--- config.mk ---
export PLATFORM = sky130hd
export DESIGN_NAME = circle_octant_point_generator_flat
export DESIGN_NICKNAME = d
export VERILOG_FILES = /design/src/rtl/core/cop_pkg.sv /design/src/rtl/core/cop_if.sv /design/src/rtl/core/cop_front.sv /design/src/rtl/core/cop_queue.sv /design/src/rtl/core/cop_back.sv /design/src/rtl/core/circle_octant_point_generator.sv /design/src/flat_wrapper.sv
export SDC_FILE = /design/constraint.sdc
export NUM_CORES = 1
export LEC_CHECK = 0
export BUFFER_PORTS_ARGS = -buffer_cell sky130_fd_sc_hd__buf_2
export CORE_MARGIN = 2
export CORE_UTILIZATION = 56
export DETAILED_ROUTE_END_ITERATION = 16
export MAX_ROUTING_LAYER = met4
export PLACE_DENSITY_LB_ADDON = 0.08
export SLEW_MARGIN = 20
export SYNTH_ARGS = -nofsm -noshare
export SYNTH_HDL_FRONTEND = slang
export SYNTH_SLANG_ARGS = --single-unit
--- constraint.sdc ---
create_clock -name clk -period 3.9 [get_ports clk]
set_input_delay 0.39 -clock clk [delete_from_list [all_inputs] [get_ports clk]]
set_output_delay 0.39 -clock clk [all_outputs]
set_load 0.005 [all_outputs]
--- src/rtl/core/cop_pkg.sv ---
// ---------------------------------------------------------------------------
// cop_pkg: shared types and constants of the circle point generator
// opcodes, run length and the status word of the run queue
// ---------------------------------------------------------------------------
package cop_pkg;

  typedef enum logic {
    OP_START = 1'b0,
    OP_STEP  = 1'b1
  } opcode_t;

  // points emitted per run (eight-way symmetry)
  localparam int RUN_POINTS = 8;
  localparam int IDX_BITS   = $clog2(RUN_POINTS);
  localparam logic [IDX_BITS-1:0] LAST_IDX = IDX_BITS'(RUN_POINTS - 1);

  typedef struct packed {
    logic full;
    logic empty;
  } q_status_t;

endpackage

--- src/rtl/core/cop_if.sv ---
// ---------------------------------------------------------------------------
// cop_if: stream channels of the circle point generator
// request channel (start / step) and point channel, valid/ready handshake
// ---------------------------------------------------------------------------
interface cop_req_if #(
  parameter int COORD_BITS  = 12,
  parameter int RADIUS_BITS = 10
);
  logic                         valid;
  logic                         ready;
  logic                         opcode;
  logic signed [COORD_BITS-1:0] center_x;
  logic signed [COORD_BITS-1:0] center_y;
  logic [RADIUS_BITS-1:0]       radius;

  modport source (output valid, output opcode, output center_x, output center_y,
                  output radius, input ready);
  modport sink (input valid, input opcode, input center_x, input center_y,
                input radius, output ready);
endinterface

interface cop_pnt_if #(
  parameter int COORD_BITS = 12
);
  logic                       valid;
  logic                       ready;
  logic signed [COORD_BITS:0] point_x;
  logic signed [COORD_BITS:0] point_y;
  logic                       last_of_run;
  logic                       circle_done;

  modport source (output valid, output point_x, output point_y, output last_of_run,
                  output circle_done, input ready);
  modport sink (input valid, input point_x, input point_y, input last_of_run,
                input circle_done, output ready);
endinterface

--- src/rtl/core/cop_front.sv ---
// ---------------------------------------------------------------------------
// cop_front: request front end
// takes start/step beats, runs the midpoint decision update, queues runs
// ---------------------------------------------------------------------------
module cop_front
  import cop_pkg::*;
#(
  parameter int COORD_BITS  = 12,
  parameter int RADIUS_BITS = 10,
  parameter int RUN_BITS    = 2 * COORD_BITS + 2 * RADIUS_BITS + 1
) (
  input  logic                clk,
  input  logic                rst,
  cop_req_if.sink             req,
  input  q_status_t           qs,
  output logic                push,
  output logic [RUN_BITS-1:0] push_data
);

  localparam int DW = RADIUS_BITS + 4;

  logic signed [COORD_BITS-1:0] cx, cx_next;
  logic signed [COORD_BITS-1:0] cy, cy_next;
  logic [RADIUS_BITS-1:0]       sx, sx_next;
  logic [RADIUS_BITS-1:0]       sy, sy_next;
  logic [DW-1:0]                dec, dec_next;
  logic                         drawing;
  logic                         accept;
  logic                         is_start;
  logic                         done;

  assign req.ready = !qs.full;
  assign accept    = req.valid && req.ready;
  assign is_start  = (req.opcode == OP_START);

  always_comb begin
    cx_next  = cx;
    cy_next  = cy;
    sx_next  = sx;
    sy_next  = sy;
    dec_next = dec;
    if (is_start) begin
      cx_next  = req.center_x;
      cy_next  = req.center_y;
      sx_next  = '0;
      sy_next  = req.radius;
      dec_next = DW'(3) - (DW'(req.radius) << 1);
    end else begin
      sx_next = sx + RADIUS_BITS'(1);
      if (dec[DW-1]) begin
        // decision negative: stay on this row
        dec_next = dec + (DW'(sx_next) << 2) + DW'(6);
      end else begin
        sy_next  = sy - RADIUS_BITS'(1);
        dec_next = dec + ((DW'(sx_next) - DW'(sy_next)) << 2) + DW'(10);
      end
    end
  end

  assign done      = !(sx_next < sy_next);
  assign push      = accept && (is_start || drawing);
  assign push_data = {cx_next, cy_next, sx_next, sy_next, done};

  always_ff @(posedge clk) begin
    if (rst) begin
      cx      <= '0;
      cy      <= '0;
      sx      <= '0;
      sy      <= '0;
      dec     <= '0;
      drawing <= 1'b0;
    end else if (push) begin
      cx      <= cx_next;
      cy      <= cy_next;
      sx      <= sx_next;
      sy      <= sy_next;
      dec     <= dec_next;
      drawing <= !done;
    end
  end

  // an active circle always has x below y
  a_draw_order: assert property (@(posedge clk) disable iff (rst)
    drawing |-> (sx < sy))
    else $error("active circle with x not below y");

endmodule

--- src/rtl/core/cop_queue.sv ---
// ---------------------------------------------------------------------------
// cop_queue: run descriptor queue
// two-entry fifo between the front end and the point sequencer
// ---------------------------------------------------------------------------
module cop_queue
  import cop_pkg::*;
#(
  parameter int WIDTH = 45
) (
  input  logic             clk,
  input  logic             rst,
  input  logic             push,
  input  logic [WIDTH-1:0] push_data,
  input  logic             pop,
  output logic [WIDTH-1:0] head,
  output q_status_t        qs
);

  localparam int DEPTH = 2;

  logic [WIDTH-1:0] mem [DEPTH];
  logic             wr_ptr;
  logic             rd_ptr;
  logic [1:0]       count;

  assign qs.full  = (count == 2'(DEPTH));
  assign qs.empty = (count == 2'd0);
  assign head     = mem[rd_ptr];

  always_ff @(posedge clk) begin
    if (push) begin
      mem[wr_ptr] <= push_data;
    end
  end

  always_ff @(posedge clk) begin
    if (rst) begin
      wr_ptr <= 1'b0;
      rd_ptr <= 1'b0;
      count  <= '0;
    end else begin
      if (push) begin
        wr_ptr <= !wr_ptr;
      end
      if (pop) begin
        rd_ptr <= !rd_ptr;
      end
      count <= count + 2'(push) - 2'(pop);
    end
  end

  a_no_overrun: assert property (@(posedge clk) disable iff (rst)
    (push && qs.full) |-> pop)
    else $error("run queue overrun");

endmodule

--- src/rtl/core/cop_back.sv ---
// ---------------------------------------------------------------------------
// cop_back: point sequencer
// walks the eight symmetric points of one run into the output register
// ---------------------------------------------------------------------------
module cop_back
  import cop_pkg::*;
#(
  parameter int COORD_BITS  = 12,
  parameter int RADIUS_BITS = 10,
  parameter int RUN_BITS    = 2 * COORD_BITS + 2 * RADIUS_BITS + 1
) (
  input  logic                clk,
  input  logic                rst,
  input  logic [RUN_BITS-1:0] head,
  input  q_status_t           qs,
  output logic                pop,
  cop_pnt_if.source           pnt
);

  localparam int SW = ((COORD_BITS > RADIUS_BITS) ? COORD_BITS : RADIUS_BITS) + 2;
  localparam int PW = COORD_BITS + 1;

  logic [RUN_BITS-1:0]          run;
  logic                         busy;
  logic [IDX_BITS-1:0]          idx;
  logic                         adv;
  logic signed [COORD_BITS-1:0] cx;
  logic signed [COORD_BITS-1:0] cy;
  logic [RADIUS_BITS-1:0]       sx;
  logic [RADIUS_BITS-1:0]       sy;
  logic                         run_done;
  logic [RADIUS_BITS-1:0]       x_term;
  logic [RADIUS_BITS-1:0]       y_term;
  logic signed [SW-1:0]         cx_e;
  logic signed [SW-1:0]         cy_e;
  logic signed [SW-1:0]         x_e;
  logic signed [SW-1:0]         y_e;
  logic signed [SW-1:0]         px;
  logic signed [SW-1:0]         py;

  assign {cx, cy, sx, sy, run_done} = run;

  // idx[2] swaps the roles of x and y, idx[0] mirrors x, idx[1] mirrors y
  assign x_term = idx[2] ? sy : sx;
  assign y_term = idx[2] ? sx : sy;
  assign cx_e   = SW'(cx);
  assign cy_e   = SW'(cy);
  assign x_e    = signed'(SW'(x_term));
  assign y_e    = signed'(SW'(y_term));
  assign px     = idx[0] ? (cx_e - x_e) : (cx_e + x_e);
  assign py     = idx[1] ? (cy_e - y_e) : (cy_e + y_e);

  assign adv = busy && (!pnt.valid || pnt.ready);
  assign pop = !qs.empty && (!busy || (adv && idx == LAST_IDX));

  always_ff @(posedge clk) begin
    if (adv) begin
      pnt.point_x     <= px[PW-1:0];
      pnt.point_y     <= py[PW-1:0];
      pnt.last_of_run <= (idx == LAST_IDX);
      pnt.circle_done <= (idx == LAST_IDX) && run_done;
    end
    if (pop) begin
      run <= head;
    end
  end

  always_ff @(posedge clk) begin
    if (rst) begin
      busy      <= 1'b0;
      idx       <= '0;
      pnt.valid <= 1'b0;
    end else begin
      if (adv) begin
        pnt.valid <= 1'b1;
      end else if (pnt.ready) begin
        pnt.valid <= 1'b0;
      end
      // a pop restarts the index, also on the last point of the previous run
      if (pop) begin
        busy <= 1'b1;
        idx  <= '0;
      end else if (adv) begin
        idx <= idx + IDX_BITS'(1);
        if (idx == LAST_IDX) begin
          busy <= 1'b0;
        end
      end
    end
  end

  a_idle_idx: assert property (@(posedge clk) disable iff (rst)
    !busy |-> (idx == '0))
    else $error("point index moved while idle");

  a_done_last: assert property (@(posedge clk) disable iff (rst)
    (pnt.valid && pnt.circle_done) |-> pnt.last_of_run)
    else $error("circle done flagged off the end of a run");

endmodule

--- src/rtl/core/circle_octant_point_generator.sv ---
// ---------------------------------------------------------------------------
// circle_octant_point_generator: midpoint circle rasterizer
// start/step requests in, eight symmetric circle points per run out
// ---------------------------------------------------------------------------
// A start beat latches center and radius and queues the run for x = 0,
// y = radius; each step beat advances x by one, updates the midpoint
// decision value (and y when the decision is not negative) and queues the
// next run. A step with no circle in progress is accepted and
// yields nothing. Every run comes out as eight point beats in the order
// (cx+x,cy+y) (cx-x,cy+y) (cx+x,cy-y) (cx-x,cy-y) (cx+y,cy+x) (cx-y,cy+x)
// (cx+y,cy-x) (cx-y,cy-x); the eighth beat has last_of_run set, and also
// circle_done when x has reached y, after which the circle is inactive.
// A start during a circle abandons it. Sustained request rate is limited by
// the single point output, which moves one beat a cycle while the point
// sink is ready; the front end takes a request whenever the run queue is not
// full, and the two-run queue lets it run up to two requests ahead of the
// point sequencer. A request beat reaches the point output through a queue
// entry, the run register of the sequencer and the point output register.
// ---------------------------------------------------------------------------
module circle_octant_point_generator
  import cop_pkg::*;
#(
  parameter int COORD_BITS  = 12,
  parameter int RADIUS_BITS = 10
) (
  input logic       clk,
  input logic       rst,
  cop_req_if.sink   req,
  cop_pnt_if.source pnt
);

  // run descriptor: center x, center y, x, y, done flag
  localparam int RUN_BITS = 2 * COORD_BITS + 2 * RADIUS_BITS + 1;

  logic                push;
  logic [RUN_BITS-1:0] push_data;
  logic                pop;
  logic [RUN_BITS-1:0] head;
  q_status_t           qs;

  // front end: decision update and run queueing
  cop_front #(
    .COORD_BITS  (COORD_BITS),
    .RADIUS_BITS (RADIUS_BITS),
    .RUN_BITS    (RUN_BITS)
  ) u_front (
    .clk       (clk),
    .rst       (rst),
    .req       (req),
    .qs        (qs),
    .push      (push),
    .push_data (push_data)
  );

  // decouples request acceptance from point output
  cop_queue #(
    .WIDTH (RUN_BITS)
  ) u_queue (
    .clk       (clk),
    .rst       (rst),
    .push      (push),
    .push_data (push_data),
    .pop       (pop),
    .head      (head),
    .qs        (qs)
  );

  // back end: eight point beats per run
  cop_back #(
    .COORD_BITS  (COORD_BITS),
    .RADIUS_BITS (RADIUS_BITS),
    .RUN_BITS    (RUN_BITS)
  ) u_back (
    .clk  (clk),
    .rst  (rst),
    .head (head),
    .qs   (qs),
    .pop  (pop),
    .pnt  (pnt)
  );

endmodule

--- src/flat_wrapper.sv ---
// flat-port wrapper written by rule: the top's interface ports become plain ports
module circle_octant_point_generator_flat import cop_pkg::*;
#(
  parameter int COORD_BITS  = 12,
  parameter int RADIUS_BITS = 10
)
  (clk, rst, req_valid, req_opcode, req_center_x, req_center_y, req_radius, req_ready, pnt_valid, pnt_point_x, pnt_point_y, pnt_last_of_run, pnt_circle_done, pnt_ready);
  cop_req_if #(.COORD_BITS(COORD_BITS), .RADIUS_BITS(RADIUS_BITS)) req_i ();
  cop_pnt_if #(.COORD_BITS(COORD_BITS)) pnt_i ();
  input logic clk;
  input logic rst;
  input wire logic [$bits(req_i.valid)-1:0] req_valid;
  input wire logic [$bits(req_i.opcode)-1:0] req_opcode;
  input wire logic [$bits(req_i.center_x)-1:0] req_center_x;
  input wire logic [$bits(req_i.center_y)-1:0] req_center_y;
  input wire logic [$bits(req_i.radius)-1:0] req_radius;
  output wire logic [$bits(req_i.ready)-1:0] req_ready;
  output wire logic [$bits(pnt_i.valid)-1:0] pnt_valid;
  output wire logic [$bits(pnt_i.point_x)-1:0] pnt_point_x;
  output wire logic [$bits(pnt_i.point_y)-1:0] pnt_point_y;
  output wire logic [$bits(pnt_i.last_of_run)-1:0] pnt_last_of_run;
  output wire logic [$bits(pnt_i.circle_done)-1:0] pnt_circle_done;
  input wire logic [$bits(pnt_i.ready)-1:0] pnt_ready;
  assign req_i.valid = req_valid;
  assign req_i.opcode = req_opcode;
  assign req_i.center_x = req_center_x;
  assign req_i.center_y = req_center_y;
  assign req_i.radius = req_radius;
  assign req_ready = req_i.ready;
  assign pnt_valid = pnt_i.valid;
  assign pnt_point_x = pnt_i.point_x;
  assign pnt_point_y = pnt_i.point_y;
  assign pnt_last_of_run = pnt_i.last_of_run;
  assign pnt_circle_done = pnt_i.circle_done;
  assign pnt_i.ready = pnt_ready;
  circle_octant_point_generator #(.COORD_BITS(COORD_BITS), .RADIUS_BITS(RADIUS_BITS)) u_core (.clk(clk), .rst(rst), .req(req_i), .pnt(pnt_i));
endmodule
# Word-level counts from Yosys, hierarchy flattened
# Memories as Yosys holds them, arrays and structs flattened. A register that Yosys moved wholly into a read port is not among the register bits.
# Cells that the tools add are included.
# classes
mux	18
n_eq_ne	2
n_reduce_logical	22
n_bitwise	1
add_sub_neg	15
n_lt_le_gt_ge	1
# op_table
operator	n
10-bit two-way mux	5
14-bit two-way mux	2
12-bit by 11-bit adder with 13-bit output	2
13-bit two-way mux	2
12-bit by 11-bit subtractor with 13-bit output	2
12-bit two-way mux	2
14-bit by 12-bit adder with 14-bit output	1
14-bit adder	1
14-bit by 3-bit adder with 14-bit output, second input constant	1
14-bit by 4-bit adder with 14-bit output, second input constant	1
2-bit by 11-bit subtractor with 12-bit output, first input constant	1
10-bit by 10-bit subtractor with 11-bit output	1
10-bit by 1-bit adder with 10-bit output, second input constant	1
10-bit less-than comparator	1
10-bit by 1-bit subtractor with 10-bit output, second input constant	1
1-bit zero test	7
1-bit two-way mux	7
1-bit logical AND	6
2-bit nonzero test	3
3-bit by 1-bit adder with 3-bit output, second input constant	1
3-bit equality test, second input constant	1
1-bit logical OR	3
2-bit by 1-bit adder with 2-bit output	1
2-bit equality test, second input constant	1
5 further kinds	5
# totals
reg_bits	96
memories	1
ramBits	90
in_bits	39
# memory_table
memory	words	word_bits	rd	rd_clocked_by_memory_dff	wr	line	text
u_core.u_queue.mem	2	45	1	1	1	cop_queue.sv:21	logic [WIDTH-1:0] mem [DEPTH];

# Logic depth before layout (Yosys ltp)
# depth
ltp_word	8
ltp_mapped	19
ltp_nobuf	19

# Hierarchy
# From an unflattened synthesis, not the netlist that was laid out.
# hier_totals
hier_cells	1220
area_unflattened_um2	13345.3
# modules_own_cells
module	seq_area_each_um2	instances	cells_per_inst	area_per_inst_um2
cop_front	1161.1	1	688	5310.1
cop_back	2292.2	1	371	4367.9
cop_queue	2802.7	1	161	3667.3

# Worst setup path after synthesis
# Ideal clock, no wire load.
# synth_path
path_kind	register to register
startpoint	register u_core.u_back.idx[0]
endpoint	register u_core.u_queue.count[1]
n_path_buf	0
setup_slack_ns	-0.476
t_arrival_ns	4.248
t_required_ns	3.772
period_less_slack_ns	4.376
path_stages_with_launch	11
path_cell_list	dfxtp_1 ha_1 ha_1 nand2_1 a21oi_1 ha_1 inv_1 ha_1 xor2_1 xnor2_1 nor2_1
# synth_between
elab_chain_cells	5
# synth_lines
item	line	text
start: declaration	cop_back.sv:25	logic [IDX_BITS-1:0] idx;
start signal: assignment	cop_back.sv:84	idx <= idx + IDX_BITS'(1);
3-bit equality test	cop_back.sv:54	assign pop = !qs.empty && (!busy || (adv && idx == LAST_IDX));
1-bit logical AND	cop_back.sv:54	
1-bit logical OR	cop_back.sv:54	
1-bit logical AND	cop_back.sv:54	
named net u_core.pop	circle_octant_point_generator.sv:37	logic pop;
2-bit by 1-bit subtractor with 2-bit output	cop_queue.sv:48	count <= count + 2'(push) - 2'(pop);
end signal: assignment	cop_queue.sv:48	
end: declaration	cop_queue.sv:24	logic [1:0] count;
# The timed path passes the listed nets, and every way through them passes these cells.
# A chain may end at the register's enable or synchronous reset.

# Final worst setup path
# layout_path
startpoint	register u_core.u_front.sy[0]
endpoint	register u_core.u_front.dec[11]
# layout_between
elab_chain_cells	6
# layout_lines
item	line	text
start: declaration	cop_front.sv:25	logic [RADIUS_BITS-1:0] sy, sy_next;
start signal: assignment	cop_front.sv:76	sy <= sy_next;
10-bit by 1-bit subtractor with 10-bit output	cop_front.sv:54	sy_next = sy - RADIUS_BITS'(1);
10-bit by 10-bit subtractor with 11-bit output	cop_front.sv:55	dec_next = dec + ((DW'(sx_next) - DW'(sy_next)) << 2) + DW'(10);
14-bit adder	cop_front.sv:55	
14-bit by 4-bit adder with 14-bit output	cop_front.sv:55	
14-bit two-way mux	cop_front.sv:50	if (dec[DW-1]) begin
14-bit two-way mux	cop_front.sv:42	if (is_start) begin
end signal: assignment	cop_front.sv:77	dec <= dec_next;
end: declaration	cop_front.sv:26	logic [DW-1:0] dec, dec_next;
# No other way between the ends.

==> key figures <==
Yosys
  • Syn Inst Count: roughly 1200
  • Synthesized cell area: 12800 um^2
  • Top cells by instance count after synthesis: 163 x edfxtp_1, 123 x nand2_1, 97 x ha_1
  • Asr flop ratio synth: 0
  • Syn Nets: between 1000 and 1500
  • Ys Warns: 0
  • Top_reg_cell synth: edfxtp_1
  • Area contributors post-synth: edfxtp_1 38%, dfxtp_1 10%, ha_1 9.5%
  • Count leader, synth: edfxtp_1
  • Synth unique cells: 62
  • Number of synthesized flops with an enable pin: roughly 160
  • Register area share after synthesis: 0.486
  • Avg Synthesized Cell Area: 10.8 um^2
  • Synthesized flop and latch total: 230
  • Share of the synthesized area in the top cell type: 0.382
  • Yosys top cell by area: edfxtp_1

Critical path
  • Critical Path RT: about 4300 ps
  • Critical Path Fanout Max: 5
  • Register-to-register setup slack: -20 ps
  • CP Launch Type: register
  • Worst Setup Path Type: register to register
  • Nature of the critical path endpoint: register
  • Register-to-Register Path Depth: 18
  • Crit path DAT: ~4300 ps

Route
  • Vias per Instance: ~5.6
  • Routed wire length: ~27 mm
  • Starting DRT DRC Count: 550
  • Drt drc: 0
  • Post-DRT Antenna Nets: 0
  • Routed len/inst: roughly 17 um
  • DR pass1 iterations: 5
  • Vias: roughly 9000

STA
  • Fin Hold WS: 204 ps
  • Unrepaired setup endpoints after global routing: true
  • Final Critical Period: around 4000 ps
  • Setup TNS: -23.4 ps
  • Final Skew: approximately 11 ps
  • Fin crit share: 1.01
  • Relative slew margins: 0.317
  • Final setup viols: 1
  • Fin. max-slew vios: 0
  • Endpoints failing hold: 0
  • Final setup margin: -23.4 ps
  • Measured slew at the worst slew-check pin: slightly above 1000 ps
  • F_max: 255 MHz

Placement
  • Dpl ws: -183 ps
  • Placer Congestion: about 0.9
  • I/O Buffers: 68
  • Detail Placement HPWL: around 20 mm

Clock tree
  • Clock latency at the later pin of the worst-skew pair: just over 500 ps
  • Worst-path clk slew: around 60 ps
  • CTS max path bufs: 3
  • CTS tree: done
  • Clock root cell: clkbuf_16
  • Clock sink count: between 200 and 250
  • Clock buffer count from CTS: 25
  • H-tree Lvls: 1
  • Post-cts hold buffer count: 0

Global routing
  • First-pass GRT wire length: 43.5 mm
  • Largest net degree at the start of global routing: 50
  • Total track usage: 0.234
  • Vias in the first global route: 8594
  • Antenna violations before repair: 0
  • Congestion Overflow GR: 0

Cells and area
  • Syn-to-layout area delta: 14.9%
  • Layout cells sized above 1: 0.214
  • Nets: between 1000 and 1500
  • Register area: 6240 um^2
  • N_diodes: 0
  • Footprint of the multi-input gates: around 6400 um^2
  • Fill cell count: 1806

Pwr
  • PwrDens: slightly below 800 nW/um^2
  • Max IR drop VDD: 338 uV
  • Lkg Pwr: 5.92 nW

Floorplan
  • Die Span Y: between 150 and 200 um
  • Core Area: about 23000 um^2
  • Die X: between 150 and 200 um
  • Area of the die: about 24000 um^2
  • Starting Density: 0.568
  • Row count: 55
  • IO Count: 69

Worst hold path
  • Hold path cells: 3
  • Worst Hold Class: input pin to register

Flow run
  • Max capacitance violation total: 0

Status
  • Status: finished, violations left
  • Failing checks: negative setup slack
## layout by cell type (no fill, tap or decap), drive strengths merged, types with 4 or more instances in the layout
cell / n
and2: 14
a31oi: 6
nand2: 123
nor2: 86
o21ai: 32
dfxtp: 67
a2111oi: 6
fa: 5
nor3: 41
mux2: 69
clkbuf: 33
buf: 117
or2: 4
and3: 9
nor3b: 6
xnor2: 51
ha: 97
a21oi: 97
mux2i: 28
nand2b: 13
o31ai: 5
o211ai: 9
a211oi: 11
nor2b: 10
a21o: 22
clkinv: 8
o21a: 8
or3: 6
xor2: 41
nor4: 9
nand3: 7
inv: 56
o21bai: 4
edfxtp: 163
## logic make-up after synthesis
kind of cell	Yosys count	synth area share
xor gates and xnor gates	92	0.0628
AOI/OAI and AO/OA	222	0.110
adders and majority gates	102	0.102
DFF	230	0.486
muxes	97	0.0825
and+or+nand+nor	340	0.126
buffers and inverters	101	0.0302
## final cells by class
class	instances	area share
multi-input combinational	853	0.434
sequential	230	0.424
inverter	55	0.0140
clock buffer	33	0.0459
timing repair buffer	117	0.0492
clock inverter	13	0.00858
tap	285	0.0242
## layer usage
metal  global-route usage  wire, um
met5                    -         0
met2                0.385     13000
met4               0.0651       574
met3               0.0203       861
met1                0.315     12900
## timing repair
| action | in CTS | in global routing |
|---|---|---|
| resized for setup | 8 | 21 |
| endpoints found under the setup margin | 4 | 7 |
| buffers inserted | 3 | 1 |
| pin swaps | 14 | 5 |
## stage by stage
stage | std cells | power (mW) | instance area [um^2] | util
finish | 1586 | 11.4 | 14700 | 0.653
global route | 1586 | 12.2 | 14700 | 0.653
CTS | 1585 | 11.3 | 14600 | 0.648
detailed placement | 1536 | 8.93 | 13800 | 0.610
global placement | 1536 | 8.81 | 13800 | 0.610
floorplan | 1184 | 7.60 | 12900 | -
## report_power, final
group          internal, mW  total, mW  switching [mW]
sequential             3.51       3.91           0.394
combinational          2.34       5.16            2.82
clock                  1.36       2.29           0.937
## worst max-delay path, stage by stage, from the launching register on
cell and delay (ps):
dfxtp_2 330, inv_2 70, ha_4 130, or3b_4 370, or3_4 370, xor2_2 170, ha_4 230, a21o_1 200
a31oi_2 180, xnor2_1 100, ha_1 330, ha_4 260, a21o_1 190, a21oi_2 160, o31ai_4 100, xnor2_1 130
nor2_1 100, a211oi_1 50, a2111oi_0 320
## sequential cells by signal, indices dropped and copies added (netlist names), 2 cells and up
name,flops
u_core.u_front.dec,13
u_core.u_front.cx,12
u_core.u_back.idx,3
u_core.u_back.pnt.point_y,13
u_core.u_front.cy,12
u_core.u_front.sy,10
u_core.u_front.sx,10
u_core.u_queue.count,2
u_core.u_back.pnt.point_x,13
u_core.u_back.run,45
u_core.u_queue.mem,90
## worst paths after layout
kind                                      startpoint                                   end
setup / recovery   u_core.u_front.sy[0]$_SDFFE_PP0P_   u_core.u_front.dec[11]$_SDFFE_PP0P_
hold / removal                             pnt_ready  u_core.u_back.pnt.valid$_SDFFE_PP0P_
setup reg to reg   u_core.u_front.sy[0]$_SDFFE_PP0P_   u_core.u_front.dec[11]$_SDFFE_PP0P_
hold reg to reg   u_core.u_front.cx[10]$_SDFFE_PP0P_    u_core.u_front.cx[10]$_SDFFE_PP0P_
(Power assumes the default switching activity.)
